===== src/rtl/core/assert_macros.svh =====
// Assertion macros used by the RTL files (ts_packet_masked_compare).
`ifndef ASSERT_MACROS_SVH
`define ASSERT_MACROS_SVH

`ifndef SYNTH
`define ASSERT_PROP(lbl, clk, rst_n, prop, msg) \
    lbl: assert property (@(posedge clk) disable iff (!rst_n) prop) else $error(msg);
`define ASSERT_NEXT(lbl, clk, rst_n, ante, cons, msg) \
    lbl: assert property (@(posedge clk) disable iff (!rst_n) ante |=> cons) else $error(msg);
`else
`define ASSERT_PROP(lbl, clk, rst_n, prop, msg)
`define ASSERT_NEXT(lbl, clk, rst_n, ante, cons, msg)
`endif

`endif


===== src/rtl/core/tspmc_pkg.sv =====
// Package: constants, types and header helpers of the TS packet comparator.
package tspmc_pkg;

    localparam int PACKET_BYTES = 188;
    localparam int BYTE_W       = 8;
    localparam int CFG_IDX_W    = 3;
    localparam int CFG_DATA_W   = 8;

    localparam logic [12:0] NULL_PID = 13'h1FFF;

    localparam logic [CFG_IDX_W-1:0] CFG_PAYLOAD_ONLY   = 3'd0;
    localparam logic [CFG_IDX_W-1:0] CFG_IGNORE_PCR     = 3'd1;
    localparam logic [CFG_IDX_W-1:0] CFG_IGNORE_PID     = 3'd2;
    localparam logic [CFG_IDX_W-1:0] CFG_IGNORE_CC      = 3'd3;
    localparam logic [CFG_IDX_W-1:0] CFG_DIFF_THRESHOLD = 3'd4;

    typedef enum logic [1:0] {
        ST_LOAD,
        ST_SETUP,
        ST_COMPARE,
        ST_DONE
    } t_state;

    // per-packet masking flags
    typedef struct packed {
        logic z6;
        logic z12;
    } t_clk_mask;

    function automatic logic [BYTE_W-1:0] hdr_size(input logic [7:0] b3, input logic [7:0] b4,
                                                   input int pkt_bytes);
        logic [8:0] raw;
        raw = 9'd4 + (b3[5] ? (9'd1 + {1'b0, b4}) : 9'd0);
        return (raw > 9'(pkt_bytes)) ? BYTE_W'(pkt_bytes) : raw[BYTE_W-1:0];
    endfunction

    function automatic logic [BYTE_W-1:0] pay_size(input logic [7:0] b3, input logic [7:0] b4,
                                                   input int pkt_bytes);
        return b3[4] ? (BYTE_W'(pkt_bytes) - hdr_size(b3, b4, pkt_bytes)) : '0;
    endfunction

    function automatic t_clk_mask clk_mask(input logic ign_pcr, input logic [7:0] b3,
                                           input logic [7:0] b4, input logic [7:0] b5);
        t_clk_mask m;
        m.z6  = ign_pcr && b3[5] && (b4 >= 8'd7) && (b5[4] || b5[3]);
        m.z12 = ign_pcr && b3[5] && (b4 >= 8'd13) && b5[4] && b5[3];
        return m;
    endfunction

    function automatic logic [7:0] mask_byte(input logic [7:0] b, input logic [7:0] off,
                                             input logic en, input logic ign_pid,
                                             input logic ign_cc, input t_clk_mask m);
        logic [7:0] r;
        r = b;
        if (en) begin
            if (m.z6 && off >= 8'd6 && off <= 8'd11) begin
                r = (off == 8'd10) ? 8'h7E : 8'h00;
            end
            if (m.z12 && off >= 8'd12 && off <= 8'd17) begin
                r = (off == 8'd16) ? 8'h7E : 8'h00;
            end
            if (ign_pid && off == 8'd1) begin
                r = r | 8'h1F;
            end
            if (ign_pid && off == 8'd2) begin
                r = 8'hFF;
            end
            if (ign_cc && off == 8'd3) begin
                r = r & 8'hF0;
            end
        end
        return r;
    endfunction

endpackage


===== src/rtl/core/tspmc_if.sv =====
// Request channel interfaces: byte pair input, result output, register writes.
interface tspmc_in_if;
    import tspmc_pkg::*;
    logic              valid;
    logic              ready;
    logic [BYTE_W-1:0] byte_first;
    logic [BYTE_W-1:0] byte_second;
    logic              last_byte;
    modport source (output valid, byte_first, byte_second, last_byte, input ready);
    modport sink   (input valid, byte_first, byte_second, last_byte, output ready);
endinterface

interface tspmc_out_if;
    import tspmc_pkg::*;
    logic              valid;
    logic              ready;
    logic              packets_equal;
    logic [BYTE_W-1:0] cmp_len;
    logic [BYTE_W-1:0] first_off;
    logic [BYTE_W-1:0] end_off;
    logic [BYTE_W-1:0] diff_total;
    modport source (output valid, packets_equal, cmp_len, first_off, end_off,
                    diff_total, input ready);
    modport sink   (input valid, packets_equal, cmp_len, first_off, end_off,
                    diff_total, output ready);
endinterface

interface tspmc_cfg_if;
    import tspmc_pkg::*;
    logic                  valid;
    logic                  ready;
    logic [CFG_IDX_W-1:0]  index;
    logic [CFG_DATA_W-1:0] data;
    modport source (output valid, index, data, input ready);
    modport sink   (input valid, index, data, output ready);
endinterface


===== src/rtl/core/ts_packet_masked_compare.sv =====
// Top level: masked byte comparison of two MPEG transport stream packets.
//
// i_in carries one byte pair per request, starting at the sync byte; last_byte
// marks the final pair. Pairs beyond PACKET_BYTES are dropped until last_byte.
// On last_byte the block stops taking requests: a setup state decodes the
// headers, then the single byte comparator walks the compared region, one
// pair a cycle from the two byte stores (registered read ports).
// A pair without last_byte is taken whenever the block is loading. The
// compared size is 188 in full-packet mode and 0..184 in payload mode.
// The result sits in an output register on o_out; loading the next packet
// goes on while it waits. While the receiver stalls, the next result waits
// in the final state and no request is taken until the output register frees.
// i_cfg writes registers (0 payload-only mode .. 4 diff_threshold); it is
// always ready and must only be used while the block is idle.
// Reset clears the registers, the load position and all handshake state;
// the byte stores are not cleared.
`include "assert_macros.svh"
module ts_packet_masked_compare #(
    parameter int P_PACKET_BYTES = tspmc_pkg::PACKET_BYTES
) (
    input  logic                i_clk,
    input  logic                i_rst_n,
    tspmc_in_if.sink            i_in,
    tspmc_cfg_if.sink           i_cfg,
    tspmc_out_if.source         o_out
);
    import tspmc_pkg::*;

    localparam int AW  = $clog2(P_PACKET_BYTES);
    localparam int LPW = $clog2(P_PACKET_BYTES + 1);

    t_state r_state, n_state;

    logic              r_pay_only, r_ignore_pcr, r_ignore_pid, r_ignore_cc;
    logic [BYTE_W-1:0] r_diff_threshold;

    logic [LPW-1:0]    r_load_pos;
    logic [7:0]        r_hdr_a [1:5];
    logic [7:0]        r_hdr_b [1:5];

    logic [AW-1:0]     r_start_a, r_start_b;
    logic [LPW-1:0]    r_n, r_idx;
    logic              r_null, r_both_null, r_size_eq, r_mask_en;
    t_clk_mask         r_cm_a, r_cm_b;

    logic              r_cmp_vld;
    logic [AW-1:0]     r_cmp_idx;
    logic              r_found;
    logic [BYTE_W-1:0] r_cnt, r_first, r_end;

    logic              r_out_valid, r_out_equal;
    logic [BYTE_W-1:0] r_out_size, r_out_first, r_out_end, r_out_cnt;

    logic              in_fire, we, re, out_load, last_fire;
    logic [AW-1:0]     raddr_a, raddr_b;
    logic [7:0]        rd_a, rd_b, ma, mb;

    // header decode for setup
    logic [12:0]       pid_a, pid_b;
    logic              null_a, null_b, pay_mode;
    logic [BYTE_W-1:0] ps_a, ps_b;

    assign in_fire   = i_in.valid && i_in.ready;
    assign last_fire = in_fire && i_in.last_byte;
    assign we        = in_fire && (r_load_pos < LPW'(P_PACKET_BYTES));

    assign pid_a    = {r_hdr_a[1][4:0], r_hdr_a[2]};
    assign pid_b    = {r_hdr_b[1][4:0], r_hdr_b[2]};
    assign null_a   = (pid_a == NULL_PID);
    assign null_b   = (pid_b == NULL_PID);
    assign pay_mode = r_pay_only && !null_a && !null_b;
    assign ps_a     = pay_size(r_hdr_a[3], r_hdr_a[4], P_PACKET_BYTES);
    assign ps_b     = pay_size(r_hdr_b[3], r_hdr_b[4], P_PACKET_BYTES);

    tspmc_ram #(.DEPTH(P_PACKET_BYTES), .WIDTH(BYTE_W)) u_ram_a (
        .i_clk   (i_clk),
        .i_we    (we),
        .i_waddr (r_load_pos[AW-1:0]),
        .i_wdata (i_in.byte_first),
        .i_re    (re),
        .i_raddr (raddr_a),
        .o_rdata (rd_a)
    );

    tspmc_ram #(.DEPTH(P_PACKET_BYTES), .WIDTH(BYTE_W)) u_ram_b (
        .i_clk   (i_clk),
        .i_we    (we),
        .i_waddr (r_load_pos[AW-1:0]),
        .i_wdata (i_in.byte_second),
        .i_re    (re),
        .i_raddr (raddr_b),
        .o_rdata (rd_b)
    );

    // next state
    always_comb begin
        n_state = r_state;
        case (r_state)
            ST_LOAD: begin
                if (last_fire) begin
                    n_state = ST_SETUP;
                end
            end
            ST_SETUP:   n_state = ST_COMPARE;
            ST_COMPARE: begin
                if (r_idx == r_n) begin
                    n_state = ST_DONE;
                end
            end
            ST_DONE: begin
                if (!r_out_valid || o_out.ready) begin
                    n_state = ST_LOAD;
                end
            end
            default: n_state = ST_LOAD;
        endcase
    end

    // state outputs
    always_comb begin
        i_in.ready = 1'b0;
        re         = 1'b0;
        out_load   = 1'b0;
        case (r_state)
            ST_LOAD:    i_in.ready = 1'b1;
            ST_SETUP:   ;
            ST_COMPARE: re = (r_idx < r_n);
            ST_DONE:    out_load = !r_out_valid || o_out.ready;
            default:    ;
        endcase
    end

    assign raddr_a = AW'(r_start_a + r_idx[AW-1:0]);
    assign raddr_b = AW'(r_start_b + r_idx[AW-1:0]);

    assign ma = mask_byte(rd_a, BYTE_W'(r_cmp_idx), r_mask_en, r_ignore_pid, r_ignore_cc,
                          r_cm_a);
    assign mb = mask_byte(rd_b, BYTE_W'(r_cmp_idx), r_mask_en, r_ignore_pid, r_ignore_cc,
                          r_cm_b);

    always_ff @(posedge i_clk) begin
        if (!i_rst_n) begin
            r_state          <= ST_LOAD;
            r_load_pos       <= '0;
            r_pay_only       <= 1'b0;
            r_ignore_pcr     <= 1'b0;
            r_ignore_pid     <= 1'b0;
            r_ignore_cc      <= 1'b0;
            r_diff_threshold <= '0;
            r_cmp_vld        <= 1'b0;
            r_out_valid      <= 1'b0;
        end else begin
            r_state   <= n_state;
            r_cmp_vld <= re;
            if (i_cfg.valid && i_cfg.ready) begin
                case (i_cfg.index)
                    CFG_PAYLOAD_ONLY:   r_pay_only       <= i_cfg.data[0];
                    CFG_IGNORE_PCR:     r_ignore_pcr     <= i_cfg.data[0];
                    CFG_IGNORE_PID:     r_ignore_pid     <= i_cfg.data[0];
                    CFG_IGNORE_CC:      r_ignore_cc      <= i_cfg.data[0];
                    CFG_DIFF_THRESHOLD: r_diff_threshold <= i_cfg.data;
                    default:            ;
                endcase
            end
            if (last_fire) begin
                r_load_pos <= '0;
            end else if (we) begin
                r_load_pos <= r_load_pos + 1'b1;
            end
            if (out_load) begin
                r_out_valid <= 1'b1;
            end else if (o_out.ready) begin
                r_out_valid <= 1'b0;
            end
        end
    end

    assign i_cfg.ready = 1'b1;

    // header capture, setup, compare accumulation, result register
    always_ff @(posedge i_clk) begin
        if (we) begin
            for (int k = 1; k <= 5; k++) begin
                if (r_load_pos == LPW'(k)) begin
                    r_hdr_a[k] <= i_in.byte_first;
                    r_hdr_b[k] <= i_in.byte_second;
                end
            end
        end
        if (r_state == ST_SETUP) begin
            r_null      <= null_a || null_b;
            r_both_null <= null_a && null_b;
            r_mask_en   <= !null_a && !null_b && !r_pay_only;
            r_cm_a      <= clk_mask(r_ignore_pcr, r_hdr_a[3], r_hdr_a[4], r_hdr_a[5]);
            r_cm_b      <= clk_mask(r_ignore_pcr, r_hdr_b[3], r_hdr_b[4], r_hdr_b[5]);
            r_idx       <= '0;
            r_cnt       <= '0;
            r_found     <= 1'b0;
            if (pay_mode) begin
                r_start_a <= AW'(hdr_size(r_hdr_a[3], r_hdr_a[4], P_PACKET_BYTES));
                r_start_b <= AW'(hdr_size(r_hdr_b[3], r_hdr_b[4], P_PACKET_BYTES));
                r_n       <= LPW'((ps_a < ps_b) ? ps_a : ps_b);
                r_first   <= (ps_a < ps_b) ? ps_a : ps_b;
                r_end     <= (ps_a < ps_b) ? ps_a : ps_b;
                r_size_eq <= (ps_a == ps_b);
            end else begin
                r_start_a <= '0;
                r_start_b <= '0;
                r_n       <= LPW'(P_PACKET_BYTES);
                r_first   <= BYTE_W'(P_PACKET_BYTES);
                r_end     <= BYTE_W'(P_PACKET_BYTES);
                r_size_eq <= 1'b1;
            end
        end
        if (re) begin
            r_idx     <= r_idx + 1'b1;
        end
        r_cmp_idx <= r_idx[AW-1:0];
        if (r_cmp_vld && (ma != mb)) begin
            r_cnt <= r_cnt + 1'b1;
            r_end <= BYTE_W'({1'b0, r_cmp_idx} + 1'b1);
            if (!r_found) begin
                r_found <= 1'b1;
                r_first <= BYTE_W'(r_cmp_idx);
            end
        end
        if (out_load) begin
            r_out_equal <= r_null ? r_both_null
                                  : ((r_cnt <= r_diff_threshold) && r_size_eq);
            r_out_size  <= BYTE_W'(r_n);
            r_out_first <= r_first;
            r_out_end   <= r_end;
            r_out_cnt   <= r_cnt;
        end
    end

    assign o_out.valid         = r_out_valid;
    assign o_out.packets_equal = r_out_equal;
    assign o_out.cmp_len       = r_out_size;
    assign o_out.first_off     = r_out_first;
    assign o_out.end_off       = r_out_end;
    assign o_out.diff_total    = r_out_cnt;

    `ASSERT_NEXT(a_last_starts_setup, i_clk, i_rst_n, last_fire, r_state == ST_SETUP,
                 "last pair did not start setup")
    `ASSERT_PROP(a_idx_in_range, i_clk, i_rst_n, (r_state == ST_COMPARE) |-> (r_idx <= r_n),
                 "compare index ran past region")
    `ASSERT_PROP(a_cmp_in_compare, i_clk, i_rst_n, r_cmp_vld |-> (r_state == ST_COMPARE),
                 "compare data outside compare phase")
    `ASSERT_PROP(a_first_before_end, i_clk, i_rst_n,
                 ((r_state == ST_DONE) && (r_cnt != '0)) |-> (r_first < r_end),
                 "first difference not before end")
    `ASSERT_PROP(a_count_bounded, i_clk, i_rst_n, (r_state == ST_DONE) |-> (LPW'(r_cnt) <= r_n),
                 "difference count exceeds compared size")
endmodule


===== src/rtl/core/tspmc_ram.sv =====
// Packet byte store: one write port, one registered read port.
module tspmc_ram #(
    parameter int DEPTH = tspmc_pkg::PACKET_BYTES,
    parameter int WIDTH = tspmc_pkg::BYTE_W
) (
    input  logic                     i_clk,
    input  logic                     i_we,
    input  logic [$clog2(DEPTH)-1:0] i_waddr,
    input  logic [WIDTH-1:0]         i_wdata,
    input  logic                     i_re,
    input  logic [$clog2(DEPTH)-1:0] i_raddr,
    output logic [WIDTH-1:0]         o_rdata
);
    logic [WIDTH-1:0] r_mem [DEPTH];
    logic [WIDTH-1:0] r_rdata;

    always_ff @(posedge i_clk) begin
        if (i_we) begin
            r_mem[i_waddr] <= i_wdata;
        end
    end

    always_ff @(posedge i_clk) begin
        if (i_re) begin
            r_rdata <= r_mem[i_raddr];
        end
    end

    assign o_rdata = r_rdata;
endmodule

===== src/flat_wrapper.sv =====
// flat-port wrapper written by rule: the top's interface ports become plain ports
module ts_packet_masked_compare_flat import tspmc_pkg::*;
#(
    parameter int P_PACKET_BYTES = tspmc_pkg::PACKET_BYTES
)
  (i_clk, i_rst_n, i_in_valid, i_in_byte_first, i_in_byte_second, i_in_last_byte, i_in_ready, i_cfg_valid, i_cfg_index, i_cfg_data, i_cfg_ready, o_out_valid, o_out_packets_equal, o_out_cmp_len, o_out_first_off, o_out_end_off, o_out_diff_total, o_out_ready);
  tspmc_in_if i_in_i ();
  tspmc_cfg_if i_cfg_i ();
  tspmc_out_if o_out_i ();
  input  logic i_clk;
  input  logic i_rst_n;
  input wire logic [$bits(i_in_i.valid)-1:0] i_in_valid;
  input wire logic [$bits(i_in_i.byte_first)-1:0] i_in_byte_first;
  input wire logic [$bits(i_in_i.byte_second)-1:0] i_in_byte_second;
  input wire logic [$bits(i_in_i.last_byte)-1:0] i_in_last_byte;
  output wire logic [$bits(i_in_i.ready)-1:0] i_in_ready;
  input wire logic [$bits(i_cfg_i.valid)-1:0] i_cfg_valid;
  input wire logic [$bits(i_cfg_i.index)-1:0] i_cfg_index;
  input wire logic [$bits(i_cfg_i.data)-1:0] i_cfg_data;
  output wire logic [$bits(i_cfg_i.ready)-1:0] i_cfg_ready;
  output wire logic [$bits(o_out_i.valid)-1:0] o_out_valid;
  output wire logic [$bits(o_out_i.packets_equal)-1:0] o_out_packets_equal;
  output wire logic [$bits(o_out_i.cmp_len)-1:0] o_out_cmp_len;
  output wire logic [$bits(o_out_i.first_off)-1:0] o_out_first_off;
  output wire logic [$bits(o_out_i.end_off)-1:0] o_out_end_off;
  output wire logic [$bits(o_out_i.diff_total)-1:0] o_out_diff_total;
  input wire logic [$bits(o_out_i.ready)-1:0] o_out_ready;
  assign i_in_i.valid = i_in_valid;
  assign i_in_i.byte_first = i_in_byte_first;
  assign i_in_i.byte_second = i_in_byte_second;
  assign i_in_i.last_byte = i_in_last_byte;
  assign i_in_ready = i_in_i.ready;
  assign i_cfg_i.valid = i_cfg_valid;
  assign i_cfg_i.index = i_cfg_index;
  assign i_cfg_i.data = i_cfg_data;
  assign i_cfg_ready = i_cfg_i.ready;
  assign o_out_valid = o_out_i.valid;
  assign o_out_packets_equal = o_out_i.packets_equal;
  assign o_out_cmp_len = o_out_i.cmp_len;
  assign o_out_first_off = o_out_i.first_off;
  assign o_out_end_off = o_out_i.end_off;
  assign o_out_diff_total = o_out_i.diff_total;
  assign o_out_i.ready = o_out_ready;
  ts_packet_masked_compare #(.P_PACKET_BYTES(P_PACKET_BYTES)) u_core (.i_clk(i_clk), .i_rst_n(i_rst_n), .i_in(i_in_i), .i_cfg(i_cfg_i), .o_out(o_out_i));
endmodule

===== config.mk =====
export PLATFORM = sky130hd
export DESIGN_NAME = ts_packet_masked_compare_flat
export DESIGN_NICKNAME = d
export VERILOG_FILES = /design/src/rtl/core/tspmc_pkg.sv /design/src/rtl/core/tspmc_if.sv /design/src/rtl/core/ts_packet_masked_compare.sv /design/src/rtl/core/tspmc_ram.sv /design/src/flat_wrapper.sv
export VERILOG_INCLUDE_DIRS = /design/src /design/src/rtl/core
export SDC_FILE = /design/constraint.sdc
export NUM_CORES = 2
export LEC_CHECK = 0
export ABC_CLOCK_PERIOD_IN_PS = 7000
export BUFFER_PORTS_ARGS = -buffer_cell sky130_fd_sc_hd__buf_4
export CAP_MARGIN = 20
export CELL_PAD_IN_SITES_DETAIL_PLACEMENT = 0
export CELL_PAD_IN_SITES_GLOBAL_PLACEMENT = 1
export CORE_ASPECT_RATIO = 0.7
export CORE_MARGIN = 8
export CORE_UTILIZATION = 40
export DETAILED_ROUTE_END_ITERATION = 12
export PLACE_DENSITY = 0.69
export SETUP_SLACK_MARGIN = 0.2
export SYNTH_ARGS = -nofsm -noshare
export SYNTH_HDL_FRONTEND = slang
export SYNTH_SLANG_ARGS = --single-unit

===== constraint.sdc =====
create_clock -name i_clk -period 7 [get_ports i_clk]
set_input_delay 1.4 -clock i_clk [delete_from_list [all_inputs] [get_ports i_clk]]
set_output_delay 1.4 -clock i_clk [all_outputs]
set_load 0.01 [all_outputs]

; Yosys cells after proc, flatten, opt, wreduce, memory -nomap -nowiden
; Memories as Yosys holds them, arrays and structs flattened. A register that Yosys moved wholly into a read port is not among the register bits.
; Cells that the tools add are included.
; W data, S select, Z words.
[word_totals]
romBits = 0
out_inout_bits = 36
ff_bits = 130
inputBits = 33
latch_bits = 0
mem_count = 4
ram_bits = 3088
[mem_list]
columns = name, words, word_bits, rd, rd_clocked_by_memory_dff, wr, line_no
row1 = u_core.u_ram_a.r_mem, 188, 8, 1, 1, 1, tspmc_ram.sv:14  ; logic [WIDTH-1:0] r_mem [DEPTH];
row2 = u_core.u_ram_b.r_mem, 188, 8, 1, 1, 1, tspmc_ram.sv:14
row3 = u_core.r_hdr_a, 5, 8, 5, 0, 1, ts_packet_masked_compare.sv:38  ; logic [7:0] r_hdr_a [1:5];
row4 = u_core.r_hdr_b, 5, 8, 5, 0, 1, ts_packet_masked_compare.sv:39  ; logic [7:0] r_hdr_b [1:5];
[op_classes]
n_shift = 0
n_div = 0
reduce_logical = 61
magnitude_cmp = 14
bitwise = 1
n_eq_ne = 25
addsub = 12
n_mux = 84
mul = 0
[ops]
columns = operator, n
row1 = $mux W8, 30
row2 = $reduce_or A8 Y1, 8
row3 = $mux W1, 34
row4 = $logic_and A1 B1 Y1, 33
row5 = $add A8 B1 Y8 const B, 4
row6 = $eq A8 B2 Y1 const B, 4
row7 = $eq A13 B13 Y1 const B, 2
row8 = $ge A8 B3 Y1 const B, 3
row9 = $ge A8 B4 Y1 const B, 3
row10 = $mux W3, 8
row11 = $add A1 B8 Y9 const A, 2
row12 = $add A3 B9 Y9 const A, 2
row13 = $gt A9 B8 Y1 const B, 2
row14 = $mux W9, 2
row15 = $add A8 B8 Y8, 2
row16 = $eq A8 B1 Y1 const B, 2
row17 = $eq A8 B3 Y1 const B, 2
row18 = $eq A8 B8 Y1, 2
row19 = $lt A8 B8 Y1, 2
row20 = $sub A8 B8 Y8 const A, 2
row21 = $mux W7, 2
row22 = $mux W5, 2
row23 = $reduce_and A2 Y1, 5
row24 = $eq A8 B4 Y1 const B, 1
row25 = other kinds (23), 38

; Longest topological paths before layout
; An unclocked memory read counts as a cell.
[depth]
depth_word = 14
depth_mapped = 28

; Cells and area by module
; A second synthesis with hierarchy kept.
[unflattened]
hier_cells = 6498
hier_area_um2 = 127737.5
[by_module_without_submodules]
columns = mod, n_inst, area_per_inst_um2, cells_each, seq_area_each_um2
row1 = tspmc_ram, 2, 58825.2, 2784, 45403.5
row2 = ts_packet_masked_compare, 1, 10087.2, 930, 4994.8

; Least setup slack after synthesis
; OpenSTA, ideal clock, no wires.
[synth_path]
path_kind = reg2reg
from = register, netlist name u_core.r_hdr_a[0][32]
to = register u_core.r_end[4], data pin
slack_ns = 1.611
arrival_ns = 5.129
path_stages_with_launch = 28
n_path_buf = 2
path_cell_list = edfxtp_1 -> ha_1 -> nor2b_1 -> o21ai_0 -> inv_1 -> ha_1 -> nand2b_1 -> mux2i_1 -> o21ai_0 -> o2111a_1 -> buf_2 -> and2_1 -> nand3_1 -> ha_1 -> nor3_1 -> a21oi_1 -> o21ai_0 -> a21oi_1 -> ha_1 -> a21o_1 -> a21o_1 -> a21oi_1 -> and2_1 -> clkbuf_1 -> a2111o_1 -> nand2_1 -> a211o_1 -> mux2_2
[synth_rtl]
columns = item, line_no
row1 = to (signal assigned), ts_packet_masked_compare.sv:204  ; r_end <= (ps_a < ps_b) ? ps_a : ps_b;
row2 = to (signal assigned), ts_packet_masked_compare.sv:211  ; r_end <= BYTE_W'(P_PACKET_BYTES);
row3 = to (signal assigned), ts_packet_masked_compare.sv:221  ; r_end <= BYTE_W'({1'b0, r_cmp_idx} + 1'b1);
row4 = to (decl), ts_packet_masked_compare.sv:49  ; logic [BYTE_W-1:0] r_cnt, r_first, r_end;

==> results.md <==
- Async SR Flop Fraction: 0
- Initial cell density of the core: 0.401
- Setup ws final: 0.712 ns
- Top flop regs: u_core.u_ram_b.r_mem: 1504 flops, u_core.u_ram_a.r_mem: 1481 flops, u_core.r_hdr_a: 23 flops
- Seq cells post-synth: about 3200
- Layout Nets: 5991
- Syn Nets: between 5000 and 6000
- Largest net degree at the start of global routing: around 130
- Die area: 329000 sq um
- Slew Limit Fails: 0
- Htree depth: 5
- Die width: 682 um
- Reg area: approximately 94000 sq um
- Clock Pin Slew Worst Setup and Hold Paths: ~0.070 ns
- Die Y: 482 um
- Multi-input combinational cell area: approximately 29000 sq um
- Most flops, register: u_core.u_ram_b.r_mem
- Max-Cap Viols: 0
- Place WS: between 0.7 and 0.8 ns
- Critical path class: register to register
- Post-synth EDFFs: 3113
- TritonCTS clock tree: done
- R2R Path End: u_core.r_first[5]$_DFF_P_
- Hold Path Class: register to register
- Worst-margin pin slew: 1.17 ns
- # port buffers: 67
- Post-route ant nets: 0
- # IOs: 69
- DRC viols: 0
- GRT overflow: 0
- Outcome: completed
- Fillcell total: 25600
- CP Capture Point: u_core.r_first[5]$_DFF_P_
- Clock Skews: between 0.05 and 0.06 ns
- Critical Path End Type: register
- Vias: 60000
- Initial antenna violation count: 18
- Period utilization: 0.898
- Post-CTS Setup Inserts: 0
- Layout cells sized above 1: 0.290
- CP Launch Type: register
- Power per cell area: roughly 500 nW/um^2
- Insertion delay to the later sink of the worst-skew pair: 0.87 ns
- Top FF cell, synth: edfxtp_1
- Fin cells: 10300
- Post-Syn Area per Cell: 22.5 sq um
- Fmax: 159 MHz
- Total GRT Usage: 0.194
- First-pass GRT wire length: 457 mm
- Mapped Cells: 5512
- Yosys warns: 0
- RSZ-0062 raised after global routing: false
- Reg2reg path depth: 21
- P&R area growth vs syn: 13.5%
- Post-Place Cells: 9739
- DRT Pass-1 Iters: 5
- Final wirelength: 324 mm
- Leak: 44.0 nW
- Data required, critical path: just under 8 ns
- Number of flip-flops in the largest register: 1504
- Clk sink count: 3154
- Seq/Total Area, Yosys: 0.760
- Post-DP Area: 131000 sq um
- Final Instance Area: ~140000 sq um
- Final hold violations: 0
- Post-synthesis cell area: 124000 sq um
- Clock Path Buffers: 4
- 1st-iter DRT viols: just over 8000
- Setup TNS Final: 0 ns
- Setup violations, final: 0
- Clk root buf: clkbuf_16
- CTS Buf Count: 300
- Critical path arrival: about 7.0 ns
- Pwr Total: about 70 mW
- Dpl hpwl: ~200 mm
- Row cnt: 171
- Netlist cell types: 96
- Drt wl/cell: 31.5 um
- Worst-case vdd ir drop: 0.000835 V
- RePlAce Congestion: 0.849
- Core footprint: just over 300000 sq um
- Final worst path period need: 6.29 ns
- CP max FO: 10
- Vias/cell: 5.84
- CP Launch Point: u_core.u_ram_b.r_mem[4][0]$_DFFE_PP_
- Max_slew headroom: 0.223
- Vias in the first global route: 58900
- Critical R2R Launch: u_core.u_ram_b.r_mem[4][0]$_DFFE_PP_
- R2r setup slk: 0.71 ns
## repair_timing
| action | in CTS | in global routing |
|---|---|---|
| hold buffers | 0 | 0 |
| endpoints found under the setup margin | 0 | 2 |
| gates resized for setup | 0 | 1 |
## critical path, stage by stage, from the launching register on
cell and delay (ns):
edfxtp_1 0.51, ha_1 0.29, nand2b_1 0.18, a21boi_2 0.43
ha_1 0.32, xnor2_1 0.29, o41ai_1 0.18, a31oi_1 0.42
and2_2 0.38, nand3_1 0.15, ha_1 0.33, xor2_1 0.39
nand2_1 0.11, ha_1 0.33, o21a_1 0.11, o21a_1 0.17
o21bai_1 0.25, and2_1 0.34, nor2_1 0.16, a311oi_2 0.45
a211oi_1 0.15, a21o_1 0.19
## power breakdown
part | switching, mW | leakage (nW) | total (mW) | internal, mW
combinational | 18.9 | 11.1 | 32.3 | 13.4
sequential | 0.428 | 28.3 | 21.7 | 21.2
clock | 6.94 | 4.61 | 15.9 | 8.99
total | 26.3 | 44.0 | 69.9 | 43.6
## metal layers
| metal | vias up | GRT usage | routed length, um | share of wire |
|---|---|---|---|---|
| met3 | 385 | 0.0560 | 34600 | 0.11 |
| met5 | - | 0 | 0 | 0 |
| li1 | 24100 | - | - | - |
| met4 | 0 | 0.0399 | 6410 | 0.020 |
| met1 | 32700 | 0.304 | 147000 | 0.45 |
| met2 | 2806 | 0.268 | 136000 | 0.42 |
## per-stage QoR
stage | hold slack (ns) | util
2_1_floorplan | 0.400 | -
3_5_place_dp | 0.429 | 0.425
4_1_cts | 0.442 | 0.455
5_1_grt | 0.444 | 0.455
6_report | 0.437 | 0.455
3_3_place_gp | 0.415 | 0.425
## layout by cell type (no fill, tap or decap), types with 12 or more instances in the layout
cell,synthesis,layout
a21oi_1,51,51
nor3_1,13,13
inv_1,55,55
bufinv_16,0,21
buf_12,0,27
o21ai_0,60,60
and2_1,16,15
ha_1,67,64
xor2_1,20,20
buf_6,1,18
nor2b_1,21,20
nand2_1,97,97
a21o_1,12,12
dfxtp_1,41,41
mux2i_1,148,148
buf_4,7,315
clkinv_1,0,63
clkinv_2,0,45
xnor2_1,37,27
clkbuf_1,171,59
nand3_1,56,54
clkbuf_16,0,313
edfxtp_1,3113,3113
nand4_1,20,20
mux4_2,943,943
nor2_1,261,252
## kinds of logic after synthesis
kind of cell	after synthesis	share of synthesized area
mux	1098	0.184
compound gates	236	0.0128
other cells	1	0.0000302
xor+xnor	58	0.00415
buf+inv	341	0.0111
simple gates	555	0.0211
flops	3154	0.760
fa+ha+maj	69	0.00708
## worst min path at each step
| stage | startpoint | endpoint | slack, ns | depth (start not counted) |
|---|---|---|---|---|
| floorplan | u_core.r_end[0]$_DFFE_PP_ | u_core.o_out.end_off[0]$_DFFE_PP_ | 0.40 | 0 |
| global placement | u_core.r_end[3]$_DFFE_PP_ | u_core.o_out.end_off[3]$_DFFE_PP_ | 0.42 | 0 |
| detailed placement | u_core.r_end[3]$_DFFE_PP_ | u_core.o_out.end_off[3]$_DFFE_PP_ | 0.43 | 0 |
| CTS | u_core.r_end[3]$_DFFE_PP_ | u_core.o_out.end_off[3]$_DFFE_PP_ | 0.44 | 0 |
| global route | u_core.r_end[3]$_DFFE_PP_ | u_core.o_out.end_off[3]$_DFFE_PP_ | 0.44 | 0 |
| finish | u_core.r_end[3]$_DFFE_PP_ | u_core.o_out.end_off[3]$_DFFE_PP_ | 0.44 | 0 |
## synth_stat cells (4+ instances only)
| master | number | area [sq um] |
|---|---|---|
| ha_1 | 67 | 838 |
| buf_1 | 58 | 218 |
| a32oi_1 | 4 | 35.0 |
| or2_2 | 7 | 43.8 |
| and3_1 | 8 | 50.1 |
| mux2_2 | 5 | 56.3 |
| a31oi_1 | 9 | 56.3 |
| xor2_1 | 20 | 175 |
| mux4_2 | 943 | 21200 |
| o22ai_1 | 5 | 31.3 |
| nand3_1 | 56 | 280 |
| xnor2_1 | 37 | 324 |
| nor4_1 | 7 | 43.8 |
| nor3b_1 | 4 | 30.0 |
| o21ai_1 | 6 | 30.0 |
| nand2b_1 | 11 | 68.8 |
| o21bai_1 | 5 | 37.5 |
| mux2i_1 | 148 | 1480 |
| o21a_1 | 11 | 82.6 |
| a32o_1 | 4 | 40.0 |
| nand4_1 | 20 | 125 |
| a211oi_1 | 7 | 52.6 |
| o21ai_0 | 60 | 300 |
| inv_1 | 55 | 206 |
| nand2_1 | 97 | 364 |
| a21oi_1 | 51 | 255 |
| o211ai_1 | 11 | 82.6 |
| a311oi_1 | 4 | 35.0 |
| nor2_1 | 261 | 980 |
| clkbuf_1 | 171 | 642 |
| a21o_1 | 12 | 90.1 |
| and2_1 | 16 | 100 |
| buf_4 | 7 | 52.6 |
| nor2b_1 | 21 | 131 |
| dfxtp_1 | 41 | 821 |
| nor3_1 | 13 | 65.1 |
| buf_2 | 48 | 240 |
| edfxtp_1 | 3113 | 93500 |
| o31ai_1 | 7 | 52.6 |
| and4_1 | 5 | 43.8 |
## layout make-up
| cell class | count | area share |
|---|---|---|
| diodes | 9 | 0.000160 |
| clock buffers | 374 | 0.0574 |
| clock inverters | 152 | 0.00961 |
| inverters | 55 | 0.00147 |
| multi-input cells | 2017 | 0.203 |
| flip-flops and latches | 3154 | 0.669 |
| well taps | 4152 | 0.0369 |
| repair buffers | 361 | 0.0222 |
No activity file was read; power rests on OpenSTA's default activity.
